## src/hw/rtl/gstuf_pkg.sv

```systemverilog
// ----------------------------------------------------------------------------
// gstuf_pkg
// Shared sizes, direction codes, state and command types for the grid
// spanning-tree builder.
// ----------------------------------------------------------------------------
package gstuf_pkg;

    localparam int MAX_WIDTH  = 64;
    localparam int MAX_HEIGHT = 64;
    localparam int CELL_COUNT = MAX_WIDTH * MAX_HEIGHT;
    localparam int CELL_W     = $clog2(CELL_COUNT);
    localparam int LINK_W     = CELL_W + 1;      // root flag on top of the parent index
    localparam int COORD_W    = 6;
    localparam int GRID_W     = 7;
    localparam int DIM_W      = 9;               // holds MAX_WIDTH / MAX_HEIGHT up to 256
    localparam int MASK_W     = 4;
    localparam int S_DATA_W   = 16;
    localparam int M_DATA_W   = 16;
    localparam int APB_ADDR_W = 3;
    localparam int APB_DATA_W = 32;

    localparam logic [APB_ADDR_W-1:0] ADDR_GRID_WIDTH  = 3'd0;
    localparam logic [APB_ADDR_W-1:0] ADDR_GRID_HEIGHT = 3'd4;

    localparam logic [MASK_W-1:0] DIR_N = 4'b0001;
    localparam logic [MASK_W-1:0] DIR_E = 4'b0010;
    localparam logic [MASK_W-1:0] DIR_S = 4'b0100;
    localparam logic [MASK_W-1:0] DIR_W = 4'b1000;

    localparam logic EDGE_WEST  = 1'b0;
    localparam logic EDGE_NORTH = 1'b1;

    typedef enum logic [3:0] {
        ST_CLEAR,
        ST_IDLE,
        ST_CHECK,
        ST_WALK_A,
        ST_WALK_B,
        ST_LINK,
        ST_MASK_A,
        ST_MASK_B,
        ST_OUT
    } state_t;

    typedef enum logic [1:0] {
        RD_HOLD,
        RD_HERE,
        RD_THERE,
        RD_LINK
    } rd_sel_t;

    typedef struct packed {
        logic    clear_step;
        logic    latch_in;
        rd_sel_t rd_sel;
        logic    save_root_a;
        logic    link;
        logic    mask_rd_here;
        logic    mask_wr_here;
        logic    mask_wr_there;
        logic    out_load;
    } dp_cmd_t;

    typedef struct packed {
        logic clear_done;
        logic reject;
        logic link_is_root;
    } dp_stat_t;

endpackage

```

## src/hw/rtl/gstuf_ctrl.sv

```systemverilog
// ----------------------------------------------------------------------------
// gstuf_ctrl
// Sequencer: clearing pass, two root walks, link, mask update, result hand-off.
// ----------------------------------------------------------------------------
module gstuf_ctrl (
    input  logic                aclk,
    input  logic                aresetn,
    input  logic                s_tvalid,
    output logic                s_tready,
    output logic                m_tvalid,
    input  logic                m_tready,
    output gstuf_pkg::dp_cmd_t  cmd,
    input  gstuf_pkg::dp_stat_t stat
);
    import gstuf_pkg::*;

    state_t state_reg, state_next;
    logic   m_tvalid_reg, m_tvalid_next;
    logic   out_free;

    always_ff @(posedge aclk) begin
        if (!aresetn) begin
            state_reg    <= ST_CLEAR;
            m_tvalid_reg <= 1'b0;
        end else begin
            state_reg    <= state_next;
            m_tvalid_reg <= m_tvalid_next;
        end
    end

    assign out_free = !m_tvalid_reg || m_tready;

    always_comb begin
        state_next = state_reg;
        cmd        = '0;
        cmd.rd_sel = RD_HOLD;
        case (state_reg)
            ST_CLEAR: begin
                cmd.clear_step = 1'b1;
                if (stat.clear_done) begin
                    state_next = ST_IDLE;
                end
            end
            ST_IDLE: begin
                cmd.latch_in = s_tvalid;
                if (s_tvalid) begin
                    state_next = ST_CHECK;
                end
            end
            ST_CHECK: begin
                if (stat.reject) begin
                    state_next = ST_OUT;
                end else begin
                    cmd.rd_sel = RD_HERE;
                    state_next = ST_WALK_A;
                end
            end
            ST_WALK_A: begin
                if (stat.link_is_root) begin
                    cmd.save_root_a = 1'b1;
                    cmd.rd_sel      = RD_THERE;
                    state_next      = ST_WALK_B;
                end else begin
                    cmd.rd_sel = RD_LINK;
                end
            end
            ST_WALK_B: begin
                if (stat.link_is_root) begin
                    state_next = ST_LINK;
                end else begin
                    cmd.rd_sel = RD_LINK;
                end
            end
            ST_LINK: begin
                cmd.link         = 1'b1;
                cmd.mask_rd_here = 1'b1;
                state_next       = ST_MASK_A;
            end
            ST_MASK_A: begin
                cmd.mask_wr_here = 1'b1;
                state_next       = ST_MASK_B;
            end
            ST_MASK_B: begin
                cmd.mask_wr_there = 1'b1;
                state_next        = ST_OUT;
            end
            ST_OUT: begin
                if (out_free) begin
                    cmd.out_load = 1'b1;
                    state_next   = ST_IDLE;
                end
            end
            default: begin
                state_next = ST_IDLE;
            end
        endcase
    end

    always_comb begin
        if (cmd.out_load) begin
            m_tvalid_next = 1'b1;
        end else if (m_tready) begin
            m_tvalid_next = 1'b0;
        end else begin
            m_tvalid_next = m_tvalid_reg;
        end
    end

    assign s_tready = (state_reg == ST_IDLE);
    assign m_tvalid = m_tvalid_reg;

endmodule

```

## config.mk

```make
export PLATFORM = sky130hd
export DESIGN_NAME = gstuf_ctrl
export DESIGN_NICKNAME = d
export VERILOG_FILES = /design/src/hw/rtl/gstuf_pkg.sv /design/src/hw/rtl/gstuf_ctrl.sv
export SDC_FILE = /design/constraint.sdc
export NUM_CORES = 1
export LEC_CHECK = 0
export ABC_AREA = 1
export BUFFER_PORTS_ARGS = -buffer_cell sky130_fd_sc_hd__clkbuf_2
export CELL_PAD_IN_SITES_DETAIL_PLACEMENT = 0
export CELL_PAD_IN_SITES_GLOBAL_PLACEMENT = 2
export CORE_MARGIN = 2
export CORE_UTILIZATION = 22
export CTS_CLUSTER_DIAMETER = 200
export CTS_CLUSTER_SIZE = 12
export DETAILED_ROUTE_END_ITERATION = 8
export GPL_TIMING_DRIVEN = 0
export PLACE_DENSITY_LB_ADDON = 0.1
export SKIP_LAST_GASP = 1
export SYNTH_ARGS = -nofsm -noshare
export SYNTH_HDL_FRONTEND = slang
export SYNTH_SLANG_ARGS = --single-unit
```

## constraint.sdc

```tcl
create_clock -name aclk -period 1.5 [get_ports aclk]
set_clock_uncertainty 0.05 [all_clocks]
set_input_delay 0.225 -clock aclk [delete_from_list [all_inputs] [get_ports aclk]]
set_output_delay 0.225 -clock aclk [all_outputs]
set_load 0.005 [all_outputs]
```

Word-level counts from Yosys, hierarchy flattened
Index checks and enable logic that the tools add are counted.

Equal/unequal tests: 13. Reductions and logical operators: 5. Mux-type cells: 22.

Operator list (count): $pmux 4 s9 (1); $mux 4 (6); $eq 4x3->1 const B (4); $mux 1 (12); $ne 2x2->1 const B (5); $eq 4x2->1 const B (2); $pmux 2 s3 (1); $reduce_and 5->1 (1); $eq 4x1->1 const B (1); $eq 4x4->1 const B (1); $logic_not 4->1 (1); $mux 2 (2); $reduce_bool 2->1 (1); $logic_not 1->1 (1); $logic_or 1x1->1 (1).

Flip-flop bits (word level): 5. Logic and storage cells: 42.

Depth between registers and ports, before layout
Depth after elaboration: 5. Depth in mapped cells: 8.

Worst setup path before layout
OpenSTA, ideal clock, no wires.

Path kind: register to output. From: reg state_reg[2]. To: out cmd[4] (netlist name). Path slack: 235 ps. Cell stages (with the launch flop): 4. Data arrival time: 990 ps. Required time: 1225 ps. Path through: dfxtp_1 > nand2_1 > nor3_1 > buf_4.

RTL lines: start, declared (line gstuf_ctrl.sv:17) `state_t state_reg, state_next;`; start signal, assigned (line gstuf_ctrl.sv:26) `state_reg <= state_next;`; end, declared (line gstuf_ctrl.sv:12) `output gstuf_pkg::dp_cmd_t cmd,`.

==> flow_summary.json <==
{
  "grt_max_degree": 8,
  "clock_latency_ns": 0.24,
  "cp-end-kind": "output port",
  "antenna_found_initial": 0,
  "slew_violations": 0,
  "fillers": 235,
  "initial_core_util_pct": 23.5,
  "whs_ns": 0.167,
  "grt_pass1_wl_mm": 2.04,
  "peakVddDrop_mv": 0.829,
  "setup_violations": 0,
  "hold_buffers": 0,
  "netlist_instances": 78,
  "critical_path_arrival_ns": 1.20,
  "synth-seq-cells": 5,
  "finalCritPeriodShare_pct": 98.0,
  "grt_busiest_layer": "met2",
  "die_w_um": 50.1,
  "post_drt_wl_per_cell_um": 8.99,
  "use_met1_pct": 13.7,
  "htreeDepth": 1,
  "final_cell_mix": "clkbuf_2 (17), buf_4 (13), inv_1 (11)",
  "num_vias": 549,
  "multi_input_area_um2": 347,
  "rr_worst_depth": 10,
  "max_clock_freq_ghz": 0.680,
  "die-area_um2": 2510,
  "clk_pin_slew_ns": 0.04,
  "holdCritPathClass": "in2reg",
  "cts_made_buffers": 3,
  "clock_path_buffers": 2,
  "leakagePower_nw": 0.423,
  "stdcell_count": 138,
  "synth-seq-area-share_pct": 21.4,
  "hold_depth": 3,
  "critPathLaunchType": "register",
  "cts_root_buf": "clkbuf_4",
  "track_usage_pct": 10.6,
  "io_pins": 19,
  "r2r-start": "state_reg[1]$_SDFFE_PN0P_",
  "hp-start": "aresetn",
  "syn2layout_area_growth_pct": 66.8,
  "antenna_cells_inserted": 0,
  "whs_endpoint": "state_reg[3]$_SDFFE_PN0P_",
  "slew_headroom_pct": 84.0,
  "crit_type": "reg2out",
  "drt_pass1_iterations": 1,
  "cts_tree": "yes",
  "nets": 119,
  "vias_per_cell": 3.98,
  "syn-cell-area_um2": 467,
  "coreArea_um2": 1980,
  "routed_wl_mm": 1.24,
  "final_common_cell": "clkbuf_2",
  "rsz0062_at_grt": "yes",
  "cp_max_fo": 7,
  "first_global_vias": 476,
  "required_ns": 1.22,
  "synth_fp_nets": 85,
  "dp_hpwl_mm": 1.01,
  "use_met2_pct": 16.9,
  "drc_errors": 0,
  "seq_area_um2": 115,
  "setup_slack_ns": 0.0296,
  "num_rows": 16,
  "drtAntennaViolNets": 0,
  "rrSetupSlack_ns": 0.06,
  "final-hold-violation-count": 0,
  "p_per_area_nw_per_um2": 1660,
  "drtIter0Drc": 0,
  "yosys_warnings": 0,
  "met3_usage_pct": 3.94,
  "die_y_um": 50.1,
  "clock_sinks": 5,
  "syn_area_per_cell_um2": 5.98,
  "synth_cell_types": 17,
  "layout-drive-gt1-share_pct": 58.6,
  "largest_reg_flops": 4,
  "dp_cells": 123,
  "worstMarginPinSlew_ns": 0.240,
  "routabilityCongestion": 0.696,
  "status": "complete, no violations",
  "r2r_end": "m_tvalid$_SDFFE_PN0P_",
  "overflow": 0,
  "port_buffers": 18,
  "post-place-ws_ns": 0.0824,
  "cap_violations": 0,
  "layout_min_cycle_time_ns": 1.47
}
[layout make-up]
class / count / area share, %
Clock buffer: 4 / 3.38
Inverter: 17 / 8.84
Tap cell: 27 / 4.34
Buffer: 1 / 0.965
Timing Repair Buffer: 30 / 23.2
Sequential cell: 5 / 14.8
Multi-Input combinational cell: 54 / 44.5
[layer usage]
metal  part of all wire [%]  up-vias
met1                     47      232
met2                     48       12
met3                    5.1        0
met4                      0        0
met5                      0        -
li1                       -      305
[Yosys cell counts]
master,number,area share (%)
inv_2,2,1.6
clkinv_1,2,1.6
nand2_2,2,2.7
inv_1,13,10
o21ai_1,1,1.1
nand3b_1,1,1.6
nor3_1,3,3.2
nor2_4,2,4.8
nand3_2,3,6.4
buf_4,2,3.2
nor2_2,4,5.4
nand3_1,11,12
nor2_1,12,9.7
a21oi_2,1,1.9
nand2_1,13,10
nor4_2,1,2.7
dfxtp_1,5,21
[stage by stage]
step	utilization [%]	area (um2)	total power, mW	setup TNS (ns)
floorplan	-	467	0.723	0
global placement	29.8	591	0.931	0
detailed placement	29.8	591	0.924	0
CTS	34.7	688	1.18	-0.00871
global route	39.3	778	1.42	-0.107
finish	39.3	778	1.29	0
[worst max-delay path, cell delays in order (launching register included)]
cell and delay (ns):
dfxtp_4 0.38, nor2_4 0.24, nand3_2 0.16, nand3_2 0.08
clkbuf_2 0.10
[worst max-delay path by stage]
stage	start	end	slack [ns]
finish	state_reg[2]$_SDFFE_PN0P_	cmd[6]	0.03
global route	state_reg[2]$_SDFFE_PN0P_	cmd[6]	-0.05
detailed placement	state_reg[2]$_SDFFE_PN0P_	cmd[4]	0.08
CTS	state_reg[2]$_SDFFE_PN0P_	cmd[4]	-0.009
global placement	state_reg[2]$_SDFFE_PN0P_	cmd[4]	0.06
floorplan	state_reg[2]$_SDFFE_PN0P_	cmd[4]	0.24
[kinds of logic after synthesis]
logic type             share of synthesized area, %
AND/OR/NAND/NOR                                58.7
buffers and inverters                          16.9
flip-flops                                     21.4
AO/OA/AOI/OAI                                  2.95
[report_power, final]
part           internal, mW  switching (mW)  leakage [nW]
clock network         0.100          0.0536        0.0150
logic                 0.379           0.464         0.364
registers             0.195          0.0976        0.0437
total                 0.674           0.615         0.423
[timing repair]
item	4_1_cts	5_1_grt
setup endpoints to repair	9	7
cloned	0	0
gates resized for setup	13	14
endpoints found under the hold margin	0	0
pin swaps	2	6
setup buffers	6	6
Note: power is estimated with default switching activity, not from simulation.
